File: src/design/ucecm_pkg.sv
`timescale 1ns / 1ps
// ----------------------------------------------------------------------------
// ucecm_pkg
// Shared codes and descriptor constants for the CDC ECM configuration
// descriptor parser.
// ----------------------------------------------------------------------------
package ucecm_pkg;

    // verdict codes
    localparam logic [1:0] STATUS_FOUND      = 2'd0;
    localparam logic [1:0] STATUS_NOT_CONFIG = 2'd1;
    localparam logic [1:0] STATUS_SHORT_DESC = 2'd2;
    localparam logic [1:0] STATUS_MISSING    = 2'd3;

    // internal error codes share the verdict encoding
    localparam logic [1:0] ERR_NONE       = 2'd0;
    localparam logic [1:0] ERR_NOT_CONFIG = 2'd1;
    localparam logic [1:0] ERR_SHORT_DESC = 2'd2;

    // descriptor constants
    localparam logic [7:0]  DT_CONFIG        = 8'h02;
    localparam logic [7:0]  DT_INTERFACE     = 8'h04;
    localparam logic [7:0]  DT_ENDPOINT      = 8'h05;
    localparam logic [7:0]  DT_CS_INTERFACE  = 8'h24;
    localparam logic [7:0]  SUBTYPE_ETHERNET = 8'h0F;
    localparam logic [7:0]  CLASS_CDC_CTRL   = 8'h02;
    localparam logic [7:0]  CLASS_CDC_DATA   = 8'h0A;
    localparam logic [1:0]  XFER_BULK        = 2'b10;
    localparam logic [7:0]  MIN_DESC_LEN     = 8'd2;
    localparam logic [16:0] FIRST_SUB_OFFSET = 17'd9;
    localparam logic [15:0] POS_SATURATED    = 16'hFFFF;

    localparam logic [15:0] POS_TYPE     = 16'd1;
    localparam logic [15:0] POS_LEN_LOW  = 16'd2;
    localparam logic [15:0] POS_LEN_HIGH = 16'd3;

endpackage

File: src/design/usb_cdc_ecm_config_descriptor_parser.sv
`timescale 1ns / 1ps
// ----------------------------------------------------------------------------
// usb_cdc_ecm_config_descriptor_parser
// Streams a USB configuration descriptor byte by byte and reports the CDC
// ECM bulk endpoints and MAC string index on the final byte.
// ----------------------------------------------------------------------------
// Usage:
//   Input channel (in_valid/in_ready): one descriptor byte per transaction,
//   last_byte set on the final byte of the descriptor.
//   Output channel (out_valid/out_ready): one verdict per descriptor, carrying
//   status, in_endpoint_id, out_endpoint_id and mac_string_index.
//   Throughput: one byte per cycle while in_ready is high; all parse state is updated by a single
//   level of compare/add logic straight from the accepted byte.
//   Output: the verdict is registered from the final byte and sits in the
//   output register from the cycle after that byte is accepted.
//   Stall: in_ready drops only while a verdict sits in the output register
//   and out_ready is low; bytes without last_byte keep flowing otherwise
//   since they produce no output.
//   Reset: clears all parse state and the output valid; after each verdict
//   the parse state returns to its reset value so the next byte begins a
//   new descriptor.
// ----------------------------------------------------------------------------
module usb_cdc_ecm_config_descriptor_parser
(
    input  logic       clk,
    input  logic       rst_n,
    input  logic       in_valid,
    output logic       in_ready,
    input  logic [7:0] data_byte,
    input  logic       last_byte,
    output logic       out_valid,
    input  logic       out_ready,
    output logic [1:0] status,
    output logic [4:0] in_endpoint_id,
    output logic [4:0] out_endpoint_id,
    output logic [7:0] mac_string_index
);

    logic [15:0] pos_reg,        pos_next;
    logic [15:0] total_len_reg,  total_len_next;
    logic [16:0] desc_start_reg, desc_start_next;
    logic [1:0]  found_reg,      found_next;
    logic [1:0]  err_reg,        err_next;
    logic [7:0]  bulk_in_reg,    bulk_in_next;
    logic [7:0]  bulk_out_reg,   bulk_out_next;
    logic [7:0]  mac_reg,        mac_next;
    logic [7:0]  win_reg [4];
    logic [7:0]  win_next [4];
    logic [4:0]  mask_reg,       mask_next;

    logic        out_valid_reg;
    logic [1:0]  status_reg,     status_next;
    logic [4:0]  in_id_reg,      in_id_next;
    logic [4:0]  out_id_reg,     out_id_next;
    logic [7:0]  mac_out_reg,    mac_out_next;

    logic        accept;
    logic        active;
    logic        walk;
    logic        start_hit;
    logic [7:0]  w1, w2, w4;
    logic        m3, m5;

    assign in_ready = !out_valid_reg || out_ready;
    assign accept   = in_valid && in_ready;

    assign w1 = win_reg[0];
    assign w2 = win_reg[1];
    assign w4 = win_reg[3];
    assign m3 = mask_reg[2];
    assign m5 = mask_reg[4];

    always_comb
    begin
        pos_next        = pos_reg;
        total_len_next  = total_len_reg;
        desc_start_next = desc_start_reg;
        found_next      = found_reg;
        err_next        = err_reg;
        bulk_in_next    = bulk_in_reg;
        bulk_out_next   = bulk_out_reg;
        mac_next        = mac_reg;
        win_next        = win_reg;
        mask_next       = mask_reg;
        start_hit       = 1'b0;

        active = (pos_reg != ucecm_pkg::POS_SATURATED);

        if (active)
        begin
            if (pos_reg == ucecm_pkg::POS_TYPE && data_byte != ucecm_pkg::DT_CONFIG)
            begin
                err_next = ucecm_pkg::ERR_NOT_CONFIG;
            end
            if (pos_reg == ucecm_pkg::POS_LEN_LOW)
            begin
                total_len_next = {total_len_reg[15:8], data_byte};
            end
            if (pos_reg == ucecm_pkg::POS_LEN_HIGH)
            begin
                total_len_next = {data_byte, total_len_reg[7:0]};
            end
            pos_next = pos_reg + 16'd1;
        end

        walk = active && (err_next != ucecm_pkg::ERR_NOT_CONFIG);

        if (walk)
        begin
            // a sub-descriptor starts here if it begins 3 or more bytes before the end
            start_hit = ({1'b0, pos_reg} == desc_start_reg) &&
                        (err_next == ucecm_pkg::ERR_NONE) &&
                        (({1'b0, desc_start_reg} + 18'd2) < {2'b00, total_len_next});
            if (start_hit)
            begin
                if (data_byte < ucecm_pkg::MIN_DESC_LEN)
                begin
                    err_next = ucecm_pkg::ERR_SHORT_DESC;
                end
                else
                begin
                    desc_start_next = desc_start_reg + {9'd0, data_byte};
                end
            end

            // interface class byte first, so a class check in this cycle sees it
            if (m5 && w4 == ucecm_pkg::DT_INTERFACE)
            begin
                if (data_byte == ucecm_pkg::CLASS_CDC_CTRL)
                begin
                    found_next[0] = 1'b1;
                end
                else if (data_byte == ucecm_pkg::CLASS_CDC_DATA)
                begin
                    found_next[1] = 1'b1;
                end
            end

            if (m3)
            begin
                if (w2 == ucecm_pkg::DT_CS_INTERFACE)
                begin
                    if (w1 == ucecm_pkg::SUBTYPE_ETHERNET && found_next[0])
                    begin
                        mac_next = data_byte;
                    end
                end
                else if (w2 == ucecm_pkg::DT_ENDPOINT)
                begin
                    if (data_byte[1:0] == ucecm_pkg::XFER_BULK)
                    begin
                        if (w1[7])
                        begin
                            bulk_in_next = w1;
                        end
                        else
                        begin
                            bulk_out_next = w1;
                        end
                    end
                end
            end

            win_next[0] = data_byte;
            win_next[1] = win_reg[0];
            win_next[2] = win_reg[1];
            win_next[3] = win_reg[2];
            mask_next   = {mask_reg[3:0], start_hit};
        end
    end

    // verdict from the state after this byte
    always_comb
    begin
        in_id_next   = 5'd0;
        out_id_next  = 5'd0;
        mac_out_next = mac_next;
        if (pos_next < 16'd2 || err_next == ucecm_pkg::ERR_NOT_CONFIG)
        begin
            status_next  = ucecm_pkg::STATUS_NOT_CONFIG;
            mac_out_next = 8'd0;
        end
        else if (err_next == ucecm_pkg::ERR_SHORT_DESC)
        begin
            status_next = ucecm_pkg::STATUS_SHORT_DESC;
        end
        else if (found_next != 2'b11 || bulk_in_next == 8'd0 || bulk_out_next == 8'd0)
        begin
            status_next = ucecm_pkg::STATUS_MISSING;
        end
        else
        begin
            status_next = ucecm_pkg::STATUS_FOUND;
            in_id_next  = {bulk_in_next[3:0], 1'b1};
            out_id_next = {bulk_out_next[3:0], 1'b0};
        end
    end

    always_ff @(posedge clk or negedge rst_n)
    begin
        if (!rst_n)
        begin
            pos_reg        <= '0;
            total_len_reg  <= '0;
            desc_start_reg <= ucecm_pkg::FIRST_SUB_OFFSET;
            found_reg      <= '0;
            err_reg        <= ucecm_pkg::ERR_NONE;
            bulk_in_reg    <= '0;
            bulk_out_reg   <= '0;
            mac_reg        <= '0;
            mask_reg       <= '0;
            for (int i = 0; i < 4; i++)
            begin
                win_reg[i] <= '0;
            end
        end
        else if (accept)
        begin
            if (last_byte)
            begin
                // verdict issued: start a fresh descriptor
                pos_reg        <= '0;
                total_len_reg  <= '0;
                desc_start_reg <= ucecm_pkg::FIRST_SUB_OFFSET;
                found_reg      <= '0;
                err_reg        <= ucecm_pkg::ERR_NONE;
                bulk_in_reg    <= '0;
                bulk_out_reg   <= '0;
                mac_reg        <= '0;
                mask_reg       <= '0;
                for (int i = 0; i < 4; i++)
                begin
                    win_reg[i] <= '0;
                end
            end
            else
            begin
                pos_reg        <= pos_next;
                total_len_reg  <= total_len_next;
                desc_start_reg <= desc_start_next;
                found_reg      <= found_next;
                err_reg        <= err_next;
                bulk_in_reg    <= bulk_in_next;
                bulk_out_reg   <= bulk_out_next;
                mac_reg        <= mac_next;
                mask_reg       <= mask_next;
                win_reg        <= win_next;
            end
        end
    end

    always_ff @(posedge clk or negedge rst_n)
    begin
        if (!rst_n)
        begin
            out_valid_reg <= 1'b0;
        end
        else if (accept && last_byte)
        begin
            out_valid_reg <= 1'b1;
        end
        else if (out_ready)
        begin
            out_valid_reg <= 1'b0;
        end
    end

    always_ff @(posedge clk)
    begin
        if (accept && last_byte)
        begin
            status_reg  <= status_next;
            in_id_reg   <= in_id_next;
            out_id_reg  <= out_id_next;
            mac_out_reg <= mac_out_next;
        end
    end

    assign out_valid        = out_valid_reg;
    assign status           = status_reg;
    assign in_endpoint_id   = in_id_reg;
    assign out_endpoint_id  = out_id_reg;
    assign mac_string_index = mac_out_reg;

`ifndef SYNTHESIS
    a_verdict_follows_last: assert property (@(posedge clk) disable iff (!rst_n)
        accept && last_byte |=> out_valid)
        else $error("no verdict after final byte");

    a_ids_zero_unless_found: assert property (@(posedge clk) disable iff (!rst_n)
        out_valid && status != ucecm_pkg::STATUS_FOUND |->
            in_endpoint_id == 5'd0 && out_endpoint_id == 5'd0)
        else $error("endpoint id reported without a found verdict");

    a_id_parity: assert property (@(posedge clk) disable iff (!rst_n)
        out_valid && status == ucecm_pkg::STATUS_FOUND |->
            in_endpoint_id[0] && !out_endpoint_id[0])
        else $error("endpoint id direction bit wrong");

    a_no_mac_on_bad_config: assert property (@(posedge clk) disable iff (!rst_n)
        out_valid && status == ucecm_pkg::STATUS_NOT_CONFIG |-> mac_string_index == 8'd0)
        else $error("mac index reported for a non-config descriptor");

    a_position_advances: assert property (@(posedge clk) disable iff (!rst_n)
        accept && !last_byte |=> pos_reg != 16'd0)
        else $error("byte position failed to advance");
`endif

endmodule

File: config.mk
export PLATFORM = sky130hd
export DESIGN_NAME = usb_cdc_ecm_config_descriptor_parser
export DESIGN_NICKNAME = d
export VERILOG_FILES = /design/src/design/ucecm_pkg.sv /design/src/design/usb_cdc_ecm_config_descriptor_parser.sv
export SDC_FILE = /design/constraint.sdc
export NUM_CORES = 1
export LEC_CHECK = 0
export BUFFER_PORTS_ARGS = -buffer_cell sky130_fd_sc_hd__clkbuf_2
export CAP_MARGIN = 10
export CORE_MARGIN = 1
export CORE_UTILIZATION = 57
export CTS_BUF_LIST = sky130_fd_sc_hd__clkbuf_2
export CTS_CLUSTER_DIAMETER = 120
export DETAILED_ROUTE_END_ITERATION = 7
export PLACE_DENSITY = 0.78
export SYNTH_ARGS = -nofsm -noshare
export SYNTH_HDL_FRONTEND = slang
export SYNTH_SLANG_ARGS = --single-unit
File: constraint.sdc
create_clock -name clk -period 3.59 [get_ports clk]
set_input_delay 0.718 -clock clk [delete_from_list [all_inputs] [get_ports clk]]
set_output_delay 0.718 -clock clk [all_outputs]
set_load 0.02 [all_outputs]
==> flow_summary.toml <==
[synthesis]
synth_cell_types = 79
yosysWarningCount = 0
synth_common_cells = "dfrtp_1, nand2_1, a22o_1"
synth.avg_cell_area_um2 = 10.1
synth_largest_area_cell = "dfrtp_1"
synthMuxAreaShare_pct = 4.18
async_flop_share_pct = 85.8
synth_largest_type_area_fraction_pct = 36.9
ys_seq_area_share_pct = 45.0
synthXorXnorAreaFrac_pct = 4.34
yosys.cell_count.top_type = "dfrtp_1"
ys_top_cells_by_area = "dfrtp_1, edfxtp_1, a22o_1"
ys_ff_latch = 134
synthFlopType = "dfrtp_1"
netlist_instances = 756
synth_compound_area_share_pct = 18.7
syn-cell-area_um2 = 7660
syn_nets = 797
synth-edff-count = 19
synthAdderAreaFrac_pct = 4.67
synth_top_family_by_area = "simple AND/OR/NAND/NOR gates"
synth-simple-area-share_pct = 19.0

[pwr]
seqPwrFrac_pct = 49.4
ir_drop_v = 0.000358
netSwitchingPower_uw = 1120
p_int_uw = 2290
powerDensity_nw_per_um2 = 390
leakage_uw = 0.00389
combPwrFrac_pct = 22.4
p_clk_share_pct = 28.2
swShare_pct = 32.9
total_power_uw = 3420

[detailed_routing]
wirelength_um = 20600
remaining_drc_errors = 0
drt_pass1_iterations = 5
post_drt_wl_per_cell_um = 20.5
antenna_left = 0
drt-initial-drc-count = 720
vias = 6471
viasPerCell = 6.45

[final_layout]
finalInstanceArea_um2 = 8770
largest_register_ffs = 17
areaGrowthSynthToFinish_pct = 14.4
drive_above_1_share_pct = 22.7
n_antenna_cell = 0
seq_area_um2 = 3450
fin_util_pct = 68.1
multi_input_area_um2 = 4090
fin_nets = 860
instances_no_fill = 1004
nFillCells = 997

[min_path]
hp-class = "input pin to asynchronous set/reset pin"

[placed_design]
port_buffers = 33
place_inst = 967
dp_hpwl_um = 14500
place_area_um2 = 8290
gp_congestion = 0.997

[clock_network]
htree_levels = 4
root_buffer = "clkbuf_2"
cts_hold_buf = 0
clockBufferDepth = 2
path_clk_slew_ns = 0.20
numCtsBuffers = 17
clkLatencyLatePin_ns = 0.74
cts_tree = "yes"
numClockSinks = 134

[sta]
finalCritPeriodShare_pct = 98.3
setup_tns_ns = 0
hold_viol_final = 0
relSlewSlack_pct = 49.4
tightest_slew_ns = 0.759
fmax_mhz = 283
slew_viol_final = 0
finalCriticalPeriod_ns = 3.53
fin_skew_ns = 0.0309
setup_viol = 0

[die]
die_h_um = 118
die_area_um2 = 13900
die_x_um = 118
rows = 41
initial_core_util_pct = 59.5
coreArea_um2 = 12900
ios = 35

[critical_path]
cp.required_ns = 4.25
cp_max_fo = 6
rrSetupSlack_ns = 0.06
start_kind = "flip-flop"
path_class = "flip-flop to flip-flop"
cp-end-kind = "flip-flop"
cp.arrival_ns = 4.19

[global_route]
grt_first_pass_wirelength_um = 33100
gr-total-overflow = 0
grt_pass1_vias = 6286
grt_max_degree = 62
antenna_found_initial = 0
grt_use_total_pct = 30.5

[outcome]
status = "finished clean"

[job]
max_cap_violations = 0
-- stage by stage --
| stage | setup slack [ns] | hold slack [ns] |
|---|---|---|
| after floorplan | 0.130 | 0.422 |
| after CTS | 0.00590 | 0.0159 |
| after global placement | -0.111 | 0.457 |
| final | 0.0612 | 0.0280 |
| after detailed placement | -0.210 | 0.474 |
| after global routing | -0.0861 | 0.00663 |
-- cells by family (layout without fill, tap and decap cells) --
logic type               count (synthesis)  count (layout)
XOR/XNOR                                38              38
adder cells (fa/ha/maj)                 28              28
AND/OR/NAND/NOR                        257             258
buffers and inverters                   68             143
multiplexers                            32              32
flip-flops                             134             134
AO/OA/AOI/OAI                          198             198
other                                    1               1
-- worst max-delay path, stage by stage, from the launching register on --
cell and delay (ns):
dfrtp_1 0.45, nor4_4 0.32, and4_4 0.30, and3_4 0.29
buf_4 0.16, mux2i_1 0.23, ha_1 0.28, nand2_1 0.07
o21ai_0 0.09, a22oi_2 0.17, and2_4 0.23, nand4_4 0.17
or4_4 0.55, a21oi_2 0.14
-- final timing paths --
check                            start            endpoint  depth (start not counted)
max in group asynchronous        rst_n          mac_reg[4]                          2
min in group clk             last_byte           out_valid                          3
setup reg to reg           pos_reg[10]  desc_start_reg[11]                         13
hold reg to reg            mask_reg[0]         mask_reg[1]                          1
hold / removal                   rst_n           out_valid                          1
setup / recovery           pos_reg[10]  desc_start_reg[11]                         13
-- cells in the final DEF, fill, tap and decap left out, types with 3 or more instances in the layout --
master      synthesis  routed
nor4_1             18      15
nand3_1            21      21
ha_1               27      25
o211ai_1            3       3
inv_1              14      14
clkbuf_2            0      51
or3_1               4       4
nor3_2              8       8
a22o_1             61      61
or4_1               7       5
nor2_1             49      45
nor4_2              1       3
buf_4               7      60
nor2_2              1       4
mux2i_1            32      26
clkinv_4            0       3
and2_1              8       8
and3_1              6       5
a21oi_2             1       3
xnor2_1            27      27
mux2i_2             0       4
nand4_1            23      23
o21ai_0            51      49
a21o_1              4       4
a211o_1             4       3
nand2b_1            6       6
a31oi_1             9       9
dfrtp_1           113     113
clkinvlp_4          0       3
bufinv_16           0       3
or2_2               3       3
o21ai_1             3       4
clkinv_1            0       3
buf_12              0       3
edfxtp_1           19      19
xor2_1             11      11
nand2_1            62      61
a21oi_1            30      28
o31ai_1             8       8
nor3_1             12      11
-- layer usage --
metal	GRT usage, %	vias up	wire [um]
li1	-	2943	-
met1	41.2	3240	9010
met2	47.6	240	9730
met3	6.78	48	1310
met4	11.9	0	511
met5	0	-	0
-- power by group through the flow --
stage | logic (uW) | registers [uW] | clock network, uW
floorplan | 429 | 1690 | 0
global placement | 652 | 1710 | 0
detailed placement | 667 | 1710 | 0
CTS | 677 | 1690 | 971
global route | 828 | 1700 | 1050
finish | 764 | 1690 | 963
-- repair_timing --
item                                    CTS  global route
gates resized for setup                   7            31
endpoints found under the setup margin   27            26
gates cloned                              0             2
setup buffers                             0             2
hold endpoints to repair                  0             0
pin swaps                                 0            16
-- layout make-up --
class / instances / share of cell area, %
Multi-Input combinational cell: 555 / 46.6
Sequential cell: 134 / 39.4
Timing Repair Buffer: 97 / 8.11
Tap cell: 172 / 2.46
Clock inverter: 13 / 1.78
Clock buffer: 19 / 1.08
Inverter: 14 / 0.599
Power figures use the tool's default switching activity.
